[config.mk]
export PLATFORM = sky130hd
export DESIGN_NAME = pndq_front
export DESIGN_NICKNAME = d
export VERILOG_FILES = /design/src/hdl/pndq_pkg.sv /design/src/hdl/pndq_front.sv
export SDC_FILE = /design/constraint.sdc
export NUM_CORES = 1
export LEC_CHECK = 0
export ABC_AREA = 1
export BUFFER_PORTS_ARGS = -buffer_cell sky130_fd_sc_hd__buf_2
export CAP_MARGIN = 20
export CELL_PAD_IN_SITES_DETAIL_PLACEMENT = 0
export CELL_PAD_IN_SITES_GLOBAL_PLACEMENT = 1
export CORE_MARGIN = 2
export CORE_UTILIZATION = 42
export DETAILED_ROUTE_END_ITERATION = 7
export PLACE_DENSITY_LB_ADDON = 0.1
export SYNTH_ARGS = -nofsm -noshare
export SYNTH_HDL_FRONTEND = slang
export SYNTH_SLANG_ARGS = --single-unit
[constraint.sdc]
create_clock -name clock -period 2.1 [get_ports clock]
set_clock_uncertainty 0.15 [all_clocks]
set_input_delay 0 -clock clock [delete_from_list [all_inputs] [get_ports clock]]
set_output_delay 0 -clock clock [all_outputs]
set_load 0.01 [all_outputs]
[src/hdl/pndq_pkg.sv]
// -----------------------------------------------------------------------------
// pndq_pkg
// Types and constants shared by the peak normalizing quantizer modules.
// -----------------------------------------------------------------------------
package pndq_pkg;

   localparam int SAMPLE_W    = 24;
   localparam int PEAK_W      = 23;
   localparam int SCALE_W     = 48;
   localparam int ALPHA_W     = 23;
   localparam int CODE_W      = 12;
   localparam int QUEUE_DEPTH = 4;
   localparam int QUEUE_AW    = 2;
   localparam int QUEUE_CW    = 3;
   localparam int DIV_STEPS   = 48;
   localparam int DIV_CW      = 6;

   localparam logic [ALPHA_W-1:0] ALPHA_AUDIO    = 23'd429497;
   localparam logic [ALPHA_W-1:0] ALPHA_SPECTRUM = 23'd4294967;
   localparam logic [CODE_W-1:0]  CODE_MAX       = 12'hfff;
   localparam logic [CODE_W-1:0]  CODE_ZERO      = 12'd0;
   localparam logic [CODE_W-1:0]  CODE_FIRST     = 12'd1;
   localparam logic [SCALE_W-1:0] ONE_Q47        = 48'h8000_0000_0000;

   localparam logic MODE_AUDIO    = 1'b0;
   localparam logic MODE_SPECTRUM = 1'b1;

   localparam logic CMD_PUSH = 1'b0;
   localparam logic CMD_READ = 1'b1;

   typedef enum logic [1:0] {
      OP_PUSH,
      OP_PUSH_CLOSE,
      OP_READ
   } op_type;

   typedef struct packed {
      op_type                      op;
      logic signed [SAMPLE_W-1:0]  sample;
      logic                        mode;
   } item_type;

   typedef enum logic [3:0] {
      S_IDLE,
      S_DIV_START,
      S_DIV_WAIT,
      S_ALPHA_HI,
      S_ALPHA_LO,
      S_ALPHA_SUM,
      S_SCALE_ADD,
      S_RD_MEM,
      S_RD_MUL_LO,
      S_RD_SUM,
      S_RD_LEVEL,
      S_RD_OUT
   } back_state_type;

endpackage

[src/hdl/pndq_front.sv]
// -----------------------------------------------------------------------------
// pndq_front
// Accepts transactions, decodes them into operations and queues them.
// -----------------------------------------------------------------------------
module pndq_front (
   input  logic                        clock,
   input  logic                        reset,
   input  logic                        start,
   output logic                        busy,
   input  logic                        req_cmd,
   input  logic signed [23:0]          req_sample,
   input  logic                        req_frame_end,
   input  logic                        csr_wr_en,
   input  logic                        csr_wr_data,
   input  logic                        pop,
   output pndq_pkg::item_type          head,
   output logic                        empty
);
   import pndq_pkg::*;

   item_type               queue_ff [QUEUE_DEPTH];
   logic [QUEUE_AW-1:0]    wr_ptr_ff, wr_ptr_in;
   logic [QUEUE_AW-1:0]    rd_ptr_ff, rd_ptr_in;
   logic [QUEUE_CW-1:0]    count_ff, count_in;
   logic                   mode_ff, mode_in;
   logic                   accept;
   logic                   do_pop;
   item_type               new_item;

   assign busy   = (count_ff == QUEUE_CW'(QUEUE_DEPTH));
   assign empty  = (count_ff == '0);
   assign accept = start && !busy;
   assign do_pop = pop && !empty;
   assign head   = queue_ff[rd_ptr_ff];

   always_comb begin
      new_item.sample = req_sample;
      new_item.mode   = mode_ff;
      if (req_cmd == CMD_READ) begin
         new_item.op = OP_READ;
      end else if (req_frame_end) begin
         new_item.op = OP_PUSH_CLOSE;
      end else begin
         new_item.op = OP_PUSH;
      end

      wr_ptr_in = accept ? wr_ptr_ff + QUEUE_AW'(1) : wr_ptr_ff;
      rd_ptr_in = do_pop ? rd_ptr_ff + QUEUE_AW'(1) : rd_ptr_ff;
      count_in  = count_ff;
      if (accept && !do_pop) begin
         count_in = count_ff + QUEUE_CW'(1);
      end else if (!accept && do_pop) begin
         count_in = count_ff - QUEUE_CW'(1);
      end
      mode_in = csr_wr_en ? csr_wr_data : mode_ff;
   end

   always_ff @(posedge clock) begin
      if (reset) begin
         wr_ptr_ff <= '0;
         rd_ptr_ff <= '0;
         count_ff  <= '0;
         mode_ff   <= MODE_AUDIO;
      end else begin
         wr_ptr_ff <= wr_ptr_in;
         rd_ptr_ff <= rd_ptr_in;
         count_ff  <= count_in;
         mode_ff   <= mode_in;
      end
   end

   always_ff @(posedge clock) begin
      if (accept) begin
         queue_ff[wr_ptr_ff] <= new_item;
      end
   end

endmodule

==> results.cfg <==
[clock_network]
clock_path_buffers = 2
numCtsBuffers = 17
cts_tree = built
clkTransAtPathRegs_ps = 60
cts.sinks = 118
cts-root-buf = clkbuf_8
cts_max_level = 4
post_cts_buffers = 0
clock_latency_ps = 490

[worst_setup_path]
rr_startpoint = count_ff[1]
ff2ff_setup_slack_ps = 210
r2r_cells = 9
cp-start-kind = flop
cp.arrival_ps = 2120
crit_fanout = 4
setup.worst_path.end_class = flop
worst-setup-path-type = flop to flop
rr_endpoint = count_ff[1]
required_ps = 2340

[final_layout]
antenna_cells = 0
fin_area_um2 = 6020
instances_no_fill = 600
nFillCells = 925
syn2layout_area_growth_pct = 31.1
nets = 485
drive_above_1_share_pct = 26.1

[synth]
yosysMostFrequentCell = edfxtp_1
synth-warning-count = 0
yosys.area.top_type = edfxtp_1
yosys_most_used_dff = edfxtp_1
syn_inst = 337
synth_cell_types = 22
synthTopCellsByCount = 108 x edfxtp_1, 68 x nor2_1, 33 x o21ai_0, 27 x o22ai_1, 23 x o21ai_1
syn_nets = 375
synthArstFlopShare_pct = 0
synth_area_leaders = edfxtp_1 71%, nor2_1 5.6%, dfxtp_1 4.4%
ys_seq_area_share_pct = 75.0
synth_edf_count = 108
synth_area_per_cell_um2 = 13.6
ys_ff_latch = 118
synth_top_area_share_pct = 70.6
syn_area_um2 = 4590

[min_path]
min_path_cells = 2
min_from = req_sample[0]
whs_endpoint = queue_ff[3][1]
hp-class = input pin to flop

[route]
post_drt_wl_per_cell_um = 15.2
via_count = 2928
dr.pass1.iters = 6
antenna_left = 0
viasPerCell = 4.88
drc_errors = 0
drt-initial-drc-count = 178
routed_wl_um = 9100

[timing]
setup_slack_ps = 215
slew_violations = 0
fin_crit_ps = 1890
rsz0062_at_grt = no
hold_viol_final = 0
relSlewSlack_pct = 77.7
finalSetupViolations = 0
tns_ps = 0
max_freq_mhz = 530
period_share_pct = 89.8
tightest_slew_ps = 335

[die]
dieHeight_um = 109
die_w_um = 109
ioPinCount = 61
initial_core_util_pct = 42.7
die_area_um2 = 11800
std_cell_rows = 38
core_um2 = 10700

[placement]
pre_cts_slack_ps = 176
place_inst = 536
dp_hpwl_um = 5550
place.gp.congestion = 0.726
post_dp_cell_area_um2 = 5090
io_buffers = 60

[run]
maxCapViolCount = 0

[power_and_ir_drop]
power_leakage_nw = 2.26
power_mw = 7.54
ir_worst_vdd_mv = 0.797
p_per_area_nw_per_um2 = 1250

[global_route]
grt_max_degree = 55
grt_pass1_vias = 2958
antenna_found_initial = 0
grt_overflow = 0
grt_usage_pct = 17.0
grt_pass1_wl_um = 14600

[outcome]
status = finished clean
-- layer usage --
layer	track usage [%]	routed length, um
met1	21.0	4150
met4	5.49	78
met2	28.7	4570
met3	4.76	302
met5	0	0
-- through the flow --
stage          hold WS (ps)  utilization, %
2_1_floorplan         -80.9               -
3_3_place_gp           47.3            47.4
3_5_place_dp           49.0            47.4
4_1_cts                78.5            56.0
5_1_grt                95.7            56.0
6_report                103            56.0
-- area by class of cell --
cell class	count	area, um^2	area share (%)
Clock buffer	19	422	7.00
Timing Repair Buffer	107	758	12.6
Sequential cell	118	3450	57.3
Tap cell	140	175	2.91
Clock inverter	13	181	3.01
Inverter	20	87.6	1.45
Multi-Input combinational cell	183	946	15.7
-- worst max-delay path by stage --
stage                startpoint        endpoint  slack (ps)
finish              count_ff[1]     count_ff[1]         210
global route        count_ff[1]     count_ff[2]          50
CTS                        flop        head[18]          60
detailed placement  count_ff[0]     count_ff[2]         180
global placement    count_ff[0]     count_ff[2]         200
floorplan           count_ff[0]  queue_ff[1][0]        -210
-- repair_timing --
action	in CTS	in global routing
gates cloned	0	0
hold endpoints to repair	119	0
setup endpoints to repair	25	5
hold buffers	32	0
pin swaps	0	0
resized for setup	1	4
-- placed cells by master, fill, tap and decap left out --
cell,count
inv_1,18
clkbuf_1,2
nor2_1,64
dfxtp_4,1
nand3b_1,1
xor2_1,1
clkinv_4,4
clkinvlp_4,2
nand3_1,4
nor2_4,4
nand2_2,4
clkbuf_16,16
ha_1,5
o21ai_0,33
bufinv_16,4
a21oi_1,4
nor2_2,1
dfxtp_1,6
edfxtp_1,108
inv_8,1
buf_2,60
o22ai_1,27
buf_12,2
fa_1,1
clkbuf_8,1
nand2_1,11
dlygate4sd3_1,32
o21ai_1,23
buf_4,13
clkinv_2,4
dfxtp_2,3
-- critical path, cell delays in order (launching register included) --
cell	delay [ps]
dfxtp_2	340
nor2_2	160
nand2_2	100
nand2_2	70
inv_1	60
ha_1	210
inv_1	80
fa_1	400
o21ai_0	160
nor2_1	50
-- registers in the layout (all words and copies together), names as in the netlist, named ones only --
register   cells
count_ff       3
mode_ff        1
queue_ff     108
rd_ptr_ff      2
wr_ptr_ff      2
-- cells by family (layout without fill, tap and decap cells) --
logic type	Yosys count	after routing	synth area share (%)
compound gates	87	87	10.2
xor+xnor	1	1	0.191
fa+ha+maj	6	6	1.80
buf+inv	36	159	5.12
flops	118	118	75.0
simple gates	89	89	7.68
-- power by group --
group | internal, mW | switching [mW] | total, mW
sequential | 2.87 | 0.134 | 3.00
clock | 1.92 | 0.963 | 2.88
combinational | 0.635 | 1.02 | 1.65
total | 5.42 | 2.12 | 7.54
No activity file was read; power rests on OpenSTA's default activity.
